`src/rtl/window_iqr_outlier_mean_assert.svh`:
```
// Assertion macros shared by the window outlier-mean RTL.
`ifndef WINDOW_IQR_OUTLIER_MEAN_ASSERT_SVH
`define WINDOW_IQR_OUTLIER_MEAN_ASSERT_SVH
`ifndef SYNTHESIS
`define WIOM_ASSERT_IMPL(label, clk, rstn, prop) \
  label: assert property (@(posedge clk) disable iff (!rstn) prop) \
    else $error("assertion failed");
`define WIOM_ASSERT_NEVER(label, clk, rstn, cond) \
  label: assert property (@(posedge clk) disable iff (!rstn) !(cond)) \
    else $error("forbidden condition");
`else
`define WIOM_ASSERT_IMPL(label, clk, rstn, prop)
`define WIOM_ASSERT_NEVER(label, clk, rstn, cond)
`endif
`endif

```
`src/rtl/wiom_pkg.sv`:
```
package wiom_pkg;
  localparam int unsigned DataW = 24;
  localparam int unsigned DefWindowLen = 30;
  localparam int unsigned DefStep = 5;
  localparam int unsigned DefQ1Pos = 6;
  localparam int unsigned DefQ3Pos = 22;

  typedef enum logic [2:0] {
    ST_IDLE,
    ST_LOAD,
    ST_DRAIN,
    ST_SORT,
    ST_QUART,
    ST_SUM,
    ST_DIV,
    ST_OUT
  } wiom_state_e;
endpackage

```
`src/rtl/wiom_cell.sv`:
```
// One sorting cell: keeps the larger of its stored value and the value
// arriving from the left neighbor, and passes the smaller one to the right
// through a register, so a value moves one cell per cycle.
// Once the row is loaded, a shift mode moves all values one cell rightward.
module wiom_cell import wiom_pkg::*; (
  input  logic                    clk_i,
  input  logic                    clear_i,
  input  logic                    ins_i,
  input  logic                    shift_i,
  input  logic signed [DataW-1:0] left_i,
  input  logic                    left_vld_i,
  output logic signed [DataW-1:0] pass_o,
  output logic                    pass_vld_o,
  input  logic                    rst_ni
);
  logic signed [DataW-1:0] val_q, val_d;
  logic                    vld_q, vld_d;
  logic signed [DataW-1:0] pass_q, pass_d;
  logic                    pass_vld_q, pass_vld_d;

  always_comb begin
    val_d      = val_q;
    vld_d      = vld_q;
    pass_d     = left_i;
    pass_vld_d = 1'b0;
    if (clear_i) begin
      vld_d = 1'b0;
    end else if (shift_i) begin
      val_d = left_i;
      vld_d = left_vld_i;
    end else if (ins_i && left_vld_i) begin
      if (!vld_q) begin
        val_d = left_i;
        vld_d = 1'b1;
      end else begin
        pass_vld_d = 1'b1;
        if (left_i > val_q) begin
          val_d  = left_i;
          pass_d = val_q;
        end
      end
    end
  end

  // In shift mode the stored value goes straight to the neighbor.
  assign pass_o     = shift_i ? val_q : pass_q;
  assign pass_vld_o = shift_i ? vld_q : pass_vld_q;

  always_ff @(posedge clk_i or negedge rst_ni) begin
    if (!rst_ni) begin
      vld_q      <= 1'b0;
      pass_vld_q <= 1'b0;
    end else begin
      vld_q      <= vld_d;
      pass_vld_q <= pass_vld_d;
    end
  end

  always_ff @(posedge clk_i) begin
    val_q  <= val_d;
    pass_q <= pass_d;
  end
endmodule

```
`src/rtl/wiom_div.sv`:
```
// Restoring divider for signed sum over unsigned count, truncating to zero.
module wiom_div import wiom_pkg::*; #(
  parameter int unsigned SumW = 31,
  parameter int unsigned CntW = 7
) (
  input  logic                   clk_i,
  input  logic                   rst_ni,
  input  logic                   start_i,
  input  logic signed [SumW-1:0] sum_i,
  input  logic [CntW-1:0]        cnt_i,
  output logic                   done_o,
  output logic signed [DataW-1:0] quot_o
);
  localparam int unsigned StepW = $clog2(SumW + 1);

  logic [SumW-1:0]  num_q, num_d;
  logic [CntW:0]    rem_q, rem_d;
  logic [CntW-1:0]  den_q, den_d;
  logic             neg_q, neg_d;
  logic [StepW-1:0] cnt_q, cnt_d;
  logic             busy_q, busy_d;
  logic [CntW:0]    trial;
  logic [SumW-1:0]  mag;

  always_comb begin
    num_d  = num_q;
    rem_d  = rem_q;
    den_d  = den_q;
    neg_d  = neg_q;
    cnt_d  = cnt_q;
    busy_d = busy_q;
    done_o = 1'b0;
    mag    = sum_i[SumW-1] ? SumW'(-sum_i) : SumW'(sum_i);
    trial  = {rem_q[CntW-1:0], num_q[SumW-1]};
    if (start_i) begin
      num_d  = mag;
      rem_d  = '0;
      den_d  = cnt_i;
      neg_d  = sum_i[SumW-1];
      cnt_d  = StepW'(SumW);
      busy_d = 1'b1;
    end else if (busy_q) begin
      if (cnt_q == '0) begin
        busy_d = 1'b0;
        done_o = 1'b1;
      end else begin
        if (trial >= {1'b0, den_q}) begin
          rem_d = trial - {1'b0, den_q};
          num_d = {num_q[SumW-2:0], 1'b1};
        end else begin
          rem_d = trial;
          num_d = {num_q[SumW-2:0], 1'b0};
        end
        cnt_d = cnt_q - 1'b1;
      end
    end
    quot_o = neg_q ? DataW'(-num_q) : DataW'(num_q);
  end

  always_ff @(posedge clk_i or negedge rst_ni) begin
    if (!rst_ni) begin
      busy_q <= 1'b0;
      cnt_q  <= '0;
    end else begin
      busy_q <= busy_d;
      cnt_q  <= cnt_d;
    end
  end

  always_ff @(posedge clk_i) begin
    num_q <= num_d;
    rem_q <= rem_d;
    den_q <= den_d;
    neg_q <= neg_d;
  end
endmodule

```
`src/rtl/window_iqr_outlier_mean.sv`:
```
// Sliding-window mean with interquartile outlier rejection. Each accepted
// transaction carries one signed Q8.16 sample that is written into a ring of
// WINDOW_LEN entries. On every STEP-th transaction, once the ring has filled,
// the block sorts the window, picks Q1 and Q3 at fixed sorted positions, keeps
// the samples inside [Q1-1.5*IQR, Q3+1.5*IQR], and emits their mean truncated
// toward zero; other transactions produce no result. The window is sorted by a
// row of WINDOW_LEN insertion cells with a register between neighbors: the
// ring is read one entry per cycle into the row, the last values ripple to
// their cells, the row shifts out one value per cycle for the quartile
// capture, the fences are computed, the ring is read again for the sum, a
// restoring divider works through the sum one bit at a time, and the mean is
// handed to the output register. A triggering transaction therefore holds
// input stall high through all of these steps, and longer while the previous
// mean still waits in the output register. Any other transaction is accepted
// even while a mean waits to be taken.
module window_iqr_outlier_mean import wiom_pkg::*; #(
  parameter int unsigned WINDOW_LEN = DefWindowLen,
  parameter int unsigned STEP       = DefStep,
  parameter int unsigned Q1_POS     = DefQ1Pos,
  parameter int unsigned Q3_POS     = DefQ3Pos
) (
  input  logic                    clk_i,
  input  logic                    rst_ni,
  input  logic                    sample_valid_i,
  output logic                    sample_stall_o,
  input  logic signed [DataW-1:0] sample_i,
  output logic                    average_valid_o,
  input  logic                    average_stall_i,
  output logic signed [DataW-1:0] average_o
);
`include "window_iqr_outlier_mean_assert.svh"

  localparam int unsigned PosW  = $clog2(WINDOW_LEN);
  localparam int unsigned CntW  = $clog2(WINDOW_LEN + 1);
  localparam int unsigned StepW = (STEP > 1) ? $clog2(STEP) : 1;
  localparam int unsigned SumW  = DataW + CntW;
  localparam int unsigned WideW = DataW + 5;
  localparam int unsigned Q1C   = (Q1_POS > WINDOW_LEN - 1) ? WINDOW_LEN - 1 : Q1_POS;
  localparam int unsigned Q3C   = (Q3_POS > WINDOW_LEN - 1) ? WINDOW_LEN - 1 : Q3_POS;

  // Ring memory; entries are read only after a full lap has written them all.
  logic signed [DataW-1:0] ring_mem [WINDOW_LEN];
  logic signed [DataW-1:0] rd_data_q;

  logic [PosW-1:0]  wr_pos_q, wr_pos_d;
  logic [StepW-1:0] step_q, step_d;
  logic             filled_q, filled_d;
  wiom_state_e      state_q, state_d;
  logic [CntW-1:0]  idx_q, idx_d;
  logic             rd_vld_q, rd_vld_d;
  logic [PosW-1:0]  rd_pos_q, rd_pos_d;
  logic signed [DataW-1:0] q1_q, q1_d, q3_q, q3_d;
  logic signed [WideW-1:0] lo_q, lo_d, hi_q, hi_d;
  logic signed [SumW-1:0]  sum_q, sum_d;
  logic [CntW-1:0]         kept_q, kept_d;
  logic signed [DataW-1:0] avg_q, avg_d;
  logic                    out_vld_q, out_vld_d;
  logic                    in_acc, trig;
  logic                    clr, ins, shf, div_start, div_done;
  logic signed [DataW-1:0] div_q;

  logic signed [DataW-1:0] chain_val [WINDOW_LEN+1];
  logic                    chain_vld [WINDOW_LEN+1];

  // Input is taken only while no window is in progress; a waiting mean sits
  // in its own register and does not hold the input back.
  assign sample_stall_o = (state_q != ST_IDLE);

  assign in_acc = sample_valid_i && !sample_stall_o;
  assign trig   = in_acc && (step_q == StepW'(STEP - 1)) &&
                  (filled_q || (wr_pos_q == PosW'(WINDOW_LEN - 1)));

  assign chain_val[0] = rd_data_q;
  assign chain_vld[0] = rd_vld_q;

  for (genvar g = 0; g < WINDOW_LEN; g++) begin : g_row
    wiom_cell u_cell (
      .clk_i      (clk_i),
      .clear_i    (clr),
      .ins_i      (ins),
      .shift_i    (shf),
      .left_i     (chain_val[g]),
      .left_vld_i (chain_vld[g]),
      .pass_o     (chain_val[g+1]),
      .pass_vld_o (chain_vld[g+1]),
      .rst_ni     (rst_ni)
    );
  end

  // The row holds descending values from cell 0; shifting out the last cell
  // yields ascending order.

  wiom_div #(.SumW(SumW), .CntW(CntW)) u_div (
    .clk_i   (clk_i),
    .rst_ni  (rst_ni),
    .start_i (div_start),
    .sum_i   (sum_q),
    .cnt_i   (kept_q),
    .done_o  (div_done),
    .quot_o  (div_q)
  );

  always_comb begin
    wr_pos_d       = wr_pos_q;
    step_d         = step_q;
    filled_d       = filled_q;
    state_d        = state_q;
    idx_d          = idx_q;
    rd_vld_d       = 1'b0;
    rd_pos_d       = rd_pos_q;
    q1_d           = q1_q;
    q3_d           = q3_q;
    lo_d           = lo_q;
    hi_d           = hi_q;
    sum_d          = sum_q;
    kept_d         = kept_q;
    avg_d          = avg_q;
    out_vld_d      = out_vld_q;
    clr            = 1'b0;
    ins            = 1'b0;
    shf            = 1'b0;
    div_start      = 1'b0;

    if (out_vld_q && !average_stall_i) begin
      out_vld_d = 1'b0;
    end

    if (in_acc) begin
      wr_pos_d = (wr_pos_q == PosW'(WINDOW_LEN - 1)) ? '0 : wr_pos_q + 1'b1;
      if (wr_pos_q == PosW'(WINDOW_LEN - 1)) begin
        filled_d = 1'b1;
      end
      step_d = (step_q == StepW'(STEP - 1)) ? '0 : step_q + 1'b1;
    end

    case (state_q)
      ST_IDLE: begin
        if (trig) begin
          state_d  = ST_LOAD;
          clr      = 1'b1;
          idx_d    = '0;
          rd_pos_d = '0;
        end
      end
      ST_LOAD: begin
        ins = 1'b1;
        if (idx_q < CntW'(WINDOW_LEN)) begin
          rd_vld_d = 1'b1;
          rd_pos_d = (rd_pos_q == PosW'(WINDOW_LEN - 1)) ? '0 : rd_pos_q + 1'b1;
          idx_d    = idx_q + 1'b1;
        end else begin
          // Last read value enters the row this cycle.
          state_d = ST_DRAIN;
          idx_d   = '0;
        end
      end
      ST_DRAIN: begin
        // Displaced values still travel one cell per cycle until every cell
        // holds its final value.
        ins   = 1'b1;
        idx_d = idx_q + 1'b1;
        if (idx_q == CntW'(WINDOW_LEN - 1)) begin
          state_d = ST_QUART;
          idx_d   = '0;
        end
      end
      ST_QUART: begin
        shf = 1'b1;
        rd_vld_d = 1'b0;
        if (idx_q == CntW'(Q1C)) begin
          q1_d = chain_val[WINDOW_LEN];
        end
        if (idx_q == CntW'(Q3C)) begin
          q3_d = chain_val[WINDOW_LEN];
        end
        idx_d = idx_q + 1'b1;
        if (idx_q == CntW'(WINDOW_LEN - 1)) begin
          state_d = ST_SORT;
          idx_d   = '0;
        end
      end
      ST_SORT: begin
        // Bounds at doubled scale: 5*q1-3*q3 and 5*q3-3*q1.
        lo_d     = (WideW'(q1_q) <<< 2) + WideW'(q1_q)
                   - (WideW'(q3_q) <<< 1) - WideW'(q3_q);
        hi_d     = (WideW'(q3_q) <<< 2) + WideW'(q3_q)
                   - (WideW'(q1_q) <<< 1) - WideW'(q1_q);
        sum_d    = '0;
        kept_d   = '0;
        clr      = 1'b1;
        idx_d    = '0;
        rd_pos_d = '0;
        state_d  = ST_SUM;
      end
      ST_SUM: begin
        // The order of summing does not matter, so samples are taken
        // straight from the memory read port.
        if (idx_q < CntW'(WINDOW_LEN)) begin
          rd_vld_d = 1'b1;
          rd_pos_d = (rd_pos_q == PosW'(WINDOW_LEN - 1)) ? '0 : rd_pos_q + 1'b1;
          idx_d    = idx_q + 1'b1;
        end
        if (rd_vld_q) begin
          if (((WideW'(rd_data_q) <<< 1) >= lo_q) &&
              ((WideW'(rd_data_q) <<< 1) <= hi_q)) begin
            sum_d  = sum_q + SumW'(rd_data_q);
            kept_d = kept_q + 1'b1;
          end
        end
        if (!rd_vld_q && (idx_q == CntW'(WINDOW_LEN))) begin
          if (kept_q == '0) begin
            state_d = ST_IDLE;
          end else begin
            div_start = 1'b1;
            state_d   = ST_DIV;
          end
        end
      end
      ST_DIV: begin
        if (div_done) begin
          state_d = ST_OUT;
        end
      end
      ST_OUT: begin
        // The divider holds its quotient until the output register is free.
        if (!out_vld_q || !average_stall_i) begin
          avg_d     = div_q;
          out_vld_d = 1'b1;
          state_d   = ST_IDLE;
        end
      end
      default: state_d = ST_IDLE;
    endcase
  end

  always_ff @(posedge clk_i) begin
    if (in_acc) begin
      ring_mem[wr_pos_q] <= sample_i;
    end
    rd_data_q <= ring_mem[rd_pos_q];
  end

  always_ff @(posedge clk_i or negedge rst_ni) begin
    if (!rst_ni) begin
      wr_pos_q  <= '0;
      step_q    <= '0;
      filled_q  <= 1'b0;
      state_q   <= ST_IDLE;
      idx_q     <= '0;
      rd_vld_q  <= 1'b0;
      rd_pos_q  <= '0;
      out_vld_q <= 1'b0;
    end else begin
      wr_pos_q  <= wr_pos_d;
      step_q    <= step_d;
      filled_q  <= filled_d;
      state_q   <= state_d;
      idx_q     <= idx_d;
      rd_vld_q  <= rd_vld_d;
      rd_pos_q  <= rd_pos_d;
      out_vld_q <= out_vld_d;
    end
  end

  always_ff @(posedge clk_i) begin
    q1_q   <= q1_d;
    q3_q   <= q3_d;
    lo_q   <= lo_d;
    hi_q   <= hi_d;
    sum_q  <= sum_d;
    kept_q <= kept_d;
    avg_q  <= avg_d;
  end

  assign average_valid_o = out_vld_q;
  assign average_o       = avg_q;

  // While the sorted row is shifted out, every value leaving it is valid.
  `WIOM_ASSERT_IMPL(a_no_accept_busy, clk_i, rst_ni,
    (state_q != ST_IDLE) |-> !in_acc)
  `WIOM_ASSERT_IMPL(a_out_held, clk_i, rst_ni,
    (out_vld_q && average_stall_i) |=> (out_vld_q && $stable(avg_q)))
  `WIOM_ASSERT_NEVER(a_kept_range, clk_i, rst_ni,
    (state_q == ST_SUM) && (kept_q > CntW'(WINDOW_LEN)))
  `WIOM_ASSERT_NEVER(a_row_full, clk_i, rst_ni,
    (state_q == ST_QUART) && !chain_vld[WINDOW_LEN])
endmodule

```
`config.mk`:
```
export PLATFORM = sky130hd
export DESIGN_NAME = window_iqr_outlier_mean
export DESIGN_NICKNAME = d
export VERILOG_FILES = /design/src/rtl/wiom_pkg.sv /design/src/rtl/wiom_cell.sv /design/src/rtl/wiom_div.sv /design/src/rtl/window_iqr_outlier_mean.sv
export VERILOG_INCLUDE_DIRS = /design/src /design/src/rtl
export SDC_FILE = /design/constraint.sdc
export NUM_CORES = 2
export LEC_CHECK = 0
export BUFFER_PORTS_ARGS = -buffer_cell sky130_fd_sc_hd__buf_2
export CORE_ASPECT_RATIO = 0.9
export CORE_UTILIZATION = 25
export CTS_BUF_LIST = sky130_fd_sc_hd__clkbuf_16
export CTS_CLUSTER_DIAMETER = 60
export CTS_CLUSTER_SIZE = 14
export DETAILED_ROUTE_END_ITERATION = 8
export GPL_TIMING_DRIVEN = 0
export SLEW_MARGIN = 20
export SYNTH_ARGS = -nofsm -noshare
export SYNTH_HDL_FRONTEND = slang
export SYNTH_HIERARCHICAL = 1
export SYNTH_SLANG_ARGS = --single-unit
```
`constraint.sdc`:
```
create_clock -name clk_i -period 7.9 [get_ports clk_i]
set_clock_uncertainty 0.2 [all_clocks]
set_input_delay 0.395 -clock clk_i [delete_from_list [all_inputs] [get_ports clk_i]]
set_output_delay 0.395 -clock clk_i [all_outputs]
set_load 0.01 [all_outputs]
```
======== Word-level counts from Yosys, hierarchy flattened ========
Memory sizes are Yosys's and may differ from the RTL's. A register that Yosys moved wholly into a read port is not among the register bits.
Index checks and enable logic that the tools add are counted.
Widths: inputs -> output; s select.
word-level totals
  register bits after elaboration ......... 1,733
  bits in writable memories ............... 720
  input port bits ......................... 28
  output and inout port bits .............. 26
  logic and storage cells ................. 992
  memories kept ........................... 1
operators by class
  add/subtract/negate cells ............... 16
  magnitude comparators ................... 34
  equal/unequal tests ..................... 56
  multiplexer cells ....................... 590
  bitwise gates (word level) .............. 2
  reduce and logical (&&, ||, !) cells .... 153
memories
  memory    depth  width  rd ports  clocked after memory_dff  write ports  RTL line                       text
  ring_mem  30     24     1         1                         1            window_iqr_outlier_mean.sv:42  logic signed [DataW-1:0] ring_mem [WINDOW_LEN];
operators by type and width
  cell                count
  $mux 24             301
  $gt 24x24->1        30
  $mux 1              255
  $mux 29             6
  $reduce_and 3->1    33
  $reduce_bool 3->1   32
  $ne 3x3->1 const B  29
  $mux 5              13
  $reduce_bool 2->1   32
  $pmux 29 s2         1
  $sub 28x24->29      2
  $sub 27x25->28      2
  $add 26x24->27      2
  $logic_and 1x1->1   36
  $add 29x24->29      1
  $ge 25x29->1        1
  $le 25x29->1        1
  $neg 29->29         1
  $mux 3              9
  $eq 5x5->1 const B  5
  $pmux 5 s5          1
  $neg 24->24         1
  $pmux 3 s8          1
  $ne 2x2->1 const B  11
  24 further kinds    45

======== Longest topological paths before layout ========
  depth after elaboration ................. 9
  gate-level depth with buffers ........... 16
  gate-level depth less buffers ........... 14

======== By module ========
The synthesis kept the hierarchy.
modules (own cells, without submodules)
  module                             times used  cells each  area an instance (sq um)  sequential area each (sq um)
  wiom_cell at g_row[10].u_cell ...  29          199         2,597.5                   1,251.2
  window_iqr_outlier_mean            1           2,556       42,559.6                  27,596.5
  wiom_div                           1           380         3,422.0                   1,301.2
  wiom_cell at g_row[0].u_cell       1           209         2,688.8                   1,251.2

======== Worst setup path before layout ========
Ideal clock, no wire load.
  kind .................................... flip-flop to flip-flop
  start point ............................. register state_q[2]
  end point ............................... register g_row[1].u_cell.val_q[0], enable pin
  setup time .............................. 0.382 ns
  arrival ................................. 5.191 ns
  required time ........................... 7.318 ns
  setup slack ............................. 2.127 ns
  stages on the path, launching flop included .. 16
  path buffers ............................ 4
  clock period less this slack ............ 5.773 ns
  cells stage by stage .................... dfrtp_1 > clkbuf_1 > clkbuf_1 > nand2b_1 > nor2_1 > clkbuf_1 > clkbuf_1 > mux2_2 > ha_1 > a21o_1 > nand3_2 > a21oi_1 > or4b_1 > or3_4 > a21boi_0 > o21a_1
RTL lines
  what                    RTL line                        text
  start, declared         window_iqr_outlier_mean.sv:48   wiom_state_e state_q, state_d;
  start signal, assigned  window_iqr_outlier_mean.sv:257  state_q <= state_d;
  end signal, assigned    wiom_cell.sv:60                 val_q <= val_d;
  end, declared           wiom_cell.sv:16                 logic signed [DataW-1:0] val_q, val_d;

==> metrics.md <==
| Metric | Value |
|---|---|
| Dpl cell area | `134,000 um^2` |
| Aggregate global routing overflow | `0` |
| Cell mode on critical path | `clkbuf_1` |
| Final min period | `approximately 6800 ps` |
| Max-cap violations | `0` |
| Fmax | `between 0.1 and 0.15 GHz` |
| Worst path top cell family by delay | `buffers and inverters` |
| Worst-Margin Slew | `1080 ps` |
| P_leak | `0.0537 uW` |
| DP Wirelength | `around 200,000 um` |
| RR Endpoint | `g_row[26].u_cell/val_q[14]` |
| CTS Buf Count | `220` |
| Setup TNS | `0 ps` |
| Setup-failing EPs final | `0` |
| Root buffer cell | `clkbuf_16` |
| Worst Hold Endpoint | `u_div/rem_q[4]` |
| Worst min-delay path class | `register to register` |
| Number of global-route vias before repair | `between 60,000 and 70,000` |
| GRT Total Usage | `10.7%` |
| Syn avg cell area | `13.9 um^2` |
| Clk pin slew, worst setup/hold paths | `about 70 ps` |
| RSZ-0062 raised after global routing | `false` |
| Layout overhead on the synthesized area | `13.6%` |
| Final Wtd Congestion | `0.790` |
| Residual DRC | `0` |
| Register-to-register setup slack | `1140 ps` |
| CP Class | `register to register` |
| Total die area | `approximately 500,000 um^2` |
| Hold Path Origin | `u_div/rem_q[4]` |
| Critical Path End Type | `register` |
| PD cells | `357 nW/um^2` |
| Initial Util | `25.2%` |
| Fraction of layout cells with a size suffix above 1 | `25.5%` |
| WP data arrival | `7030 ps` |
| Initial antenna violation count | `18` |
| Hold path depth | `2` |
| Vias per inst | `approximately 4.4` |
| First-pass GRT wire length | `around 420,000 um` |
| Routed WL | `about 270,000 um` |
| YS warnings | `6` |
| FILL cells | `49,700` |
| Critical-path cell list | `clkbuf_1 > clkbuf_1 > nand2b_1 > nor2_4 > buf_12 > buf_12 > clkbuf_1 > buf_1 > mux2_2 > ha_1 > nand4_1 > nor4_1 > o31a_2 > o21ai_0 > a21boi_0 > o21a_2` |
| Drt first-iter violations | `between 5,000 and 6,000` |
| H-tree depth | `4` |
| Hold WS | `273 ps` |
| Critical Path Source Type | `register` |
| Core ar. | `492,000 um^2` |
| Path depth of the worst reg2reg path | `16` |
| Via Count | `70,500` |
| Die height | `670 um` |
| Boundary pin count | `54` |
| DP Cell Count | `about 16,000` |
| Status | `completed` |
| Slew HR | `28.1%` |
| Critical path's slowest cell | `nor4_1` |
| Buffers and inverters on the worst path | `6` |
| Final Cell Area | `141,000 um^2` |
| Nets | `~10,000` |
| Mapped Cells | `8,914` |
| CTS tree | `built` |
| Synth Cell Area | `~120,000 um^2` |
| Clock Tree Buf Depth | `4` |
| Syn nets | `9,919` |
| Clk sinks | `2,476` |
| Final hold vios | `0` |
| Routed WL per cell | `~17 um` |
| Reg-to-reg startpoint | `state_q[2]` |
| Highest cell delay on the worst timing path | `850 ps` |
| PortBufs | `between 50 and 60` |
| # rows | `244` |
| Final Power | `50,200 uW` |
| Largest net degree at the start of global routing | `59` |
| VDD IR max | `0.194 mV` |
| Final Cycle Share | `85.6%` |
| Finished Layout Cells | `~16,000` |
| Max FO, Critical Path | `24` |
| CP required | `8170 ps` |
| Final ANT Viol Nets | `0` |
| Worst skew pair latency | `890 ps` |
| Die width | `744 um` |
| First-pass DRT Iterations | `6` |
| Final Slew Violations | `0` |
-- metal layers --
metal	vias to the layer above	track usage, %	part of all wire (%)
li1	33800	-	-
met1	35000	16.0	50
met2	1339	16.0	42
met3	324	1.82	5.4
met4	12	2.22	2.0
met5	-	0	0.028
-- layout make-up --
class                           instances  area, um^2  area share, %
Clock buffer                          223        5580           3.96
Antenna cell                            7        17.5         0.0124
Clock inverter                        175        1050          0.747
Inverter                              992        3730           2.65
Buffer                                248        1480           1.05
Multi-Input combinational cell       5198       52700           37.4
Timing Repair Buffer                  133        1700           1.20
Tap cell                             6519        8160           5.79
Sequential cell                      2476       66400           47.2
-- cells in the final DEF, fill, tap and decap left out, drive strengths merged, types with 39 or more instances in the layout --
cell type,count
a211oi,50
a21boi,60
a21o,144
a21oi,478
buf,271
clkbuf,305
dfrtp,89
dfxtp,749
edfxtp,1638
fa,96
ha,881
inv,1125
mux2,1507
mux2i,46
mux4,192
nand2,235
nand2b,47
nand3,203
nand4,207
nor2,215
nor2b,49
nor3,74
nor4,41
o21a,39
o21ai,147
or3,45
xnor2,62
xor2,42
-- worst max path at each step --
stage,to,depth (start not counted),slack [ps],from
finish,g_row[26].u_cell/val_q[14],16,1140,state_q[2]
detailed placement,g_row[21].u_cell/val_q[17],17,1110,state_q[2]
floorplan,g_row[1].u_cell/val_q[0],15,2130,state_q[2]
global placement,g_row[27].u_cell/val_q[17],7,-2220,state_q[1]
global route,g_row[26].u_cell/val_q[14],16,750,state_q[2]
CTS,g_row[21].u_cell/val_q[10],17,1110,state_q[2]
-- repair_timing --
item / in CTS / in global routing
gates resized for setup: 0 / 0
hold buffers: 29 / 0
setup buffers: 0 / 0
endpoints found under the hold margin: 840 / 0
-- worst min-delay path: stages (launching register included) --
cell,delay (ps)
dfxtp_1,320
nand2_1,50
o31ai_1,60
-- registers in the layout, summed over array words and instances (netlist names), 24 cells and up --
name and flops:
g_row.u_cell/pass_q 720, g_row.u_cell/val_q 720, ring_mem 720, g_row.u_cell/vld_q 30, g_row.u_cell/pass_vld_q 29, lo_q 29
sum_q 29, u_div/num_q 29, hi_q 28, average_o 24, q1_q 24, q3_q 24
rd_data_q 24
-- report_power, final --
part	internal (uW)	total, uW	switching, uW
sequential	18200	19700	1550
combinational	9750	20200	10500
clock	5280	10300	4990
-- per-stage QoR --
stage          util, %  setup WS [ps]
4_1_cts           28.6           1110
5_1_grt           28.6            754
6_report          28.6           1140
2_1_floorplan        -           2130
3_3_place_gp      26.9          -2220
3_5_place_dp      27.2           1110
No activity file was read; power rests on OpenSTA's default activity.
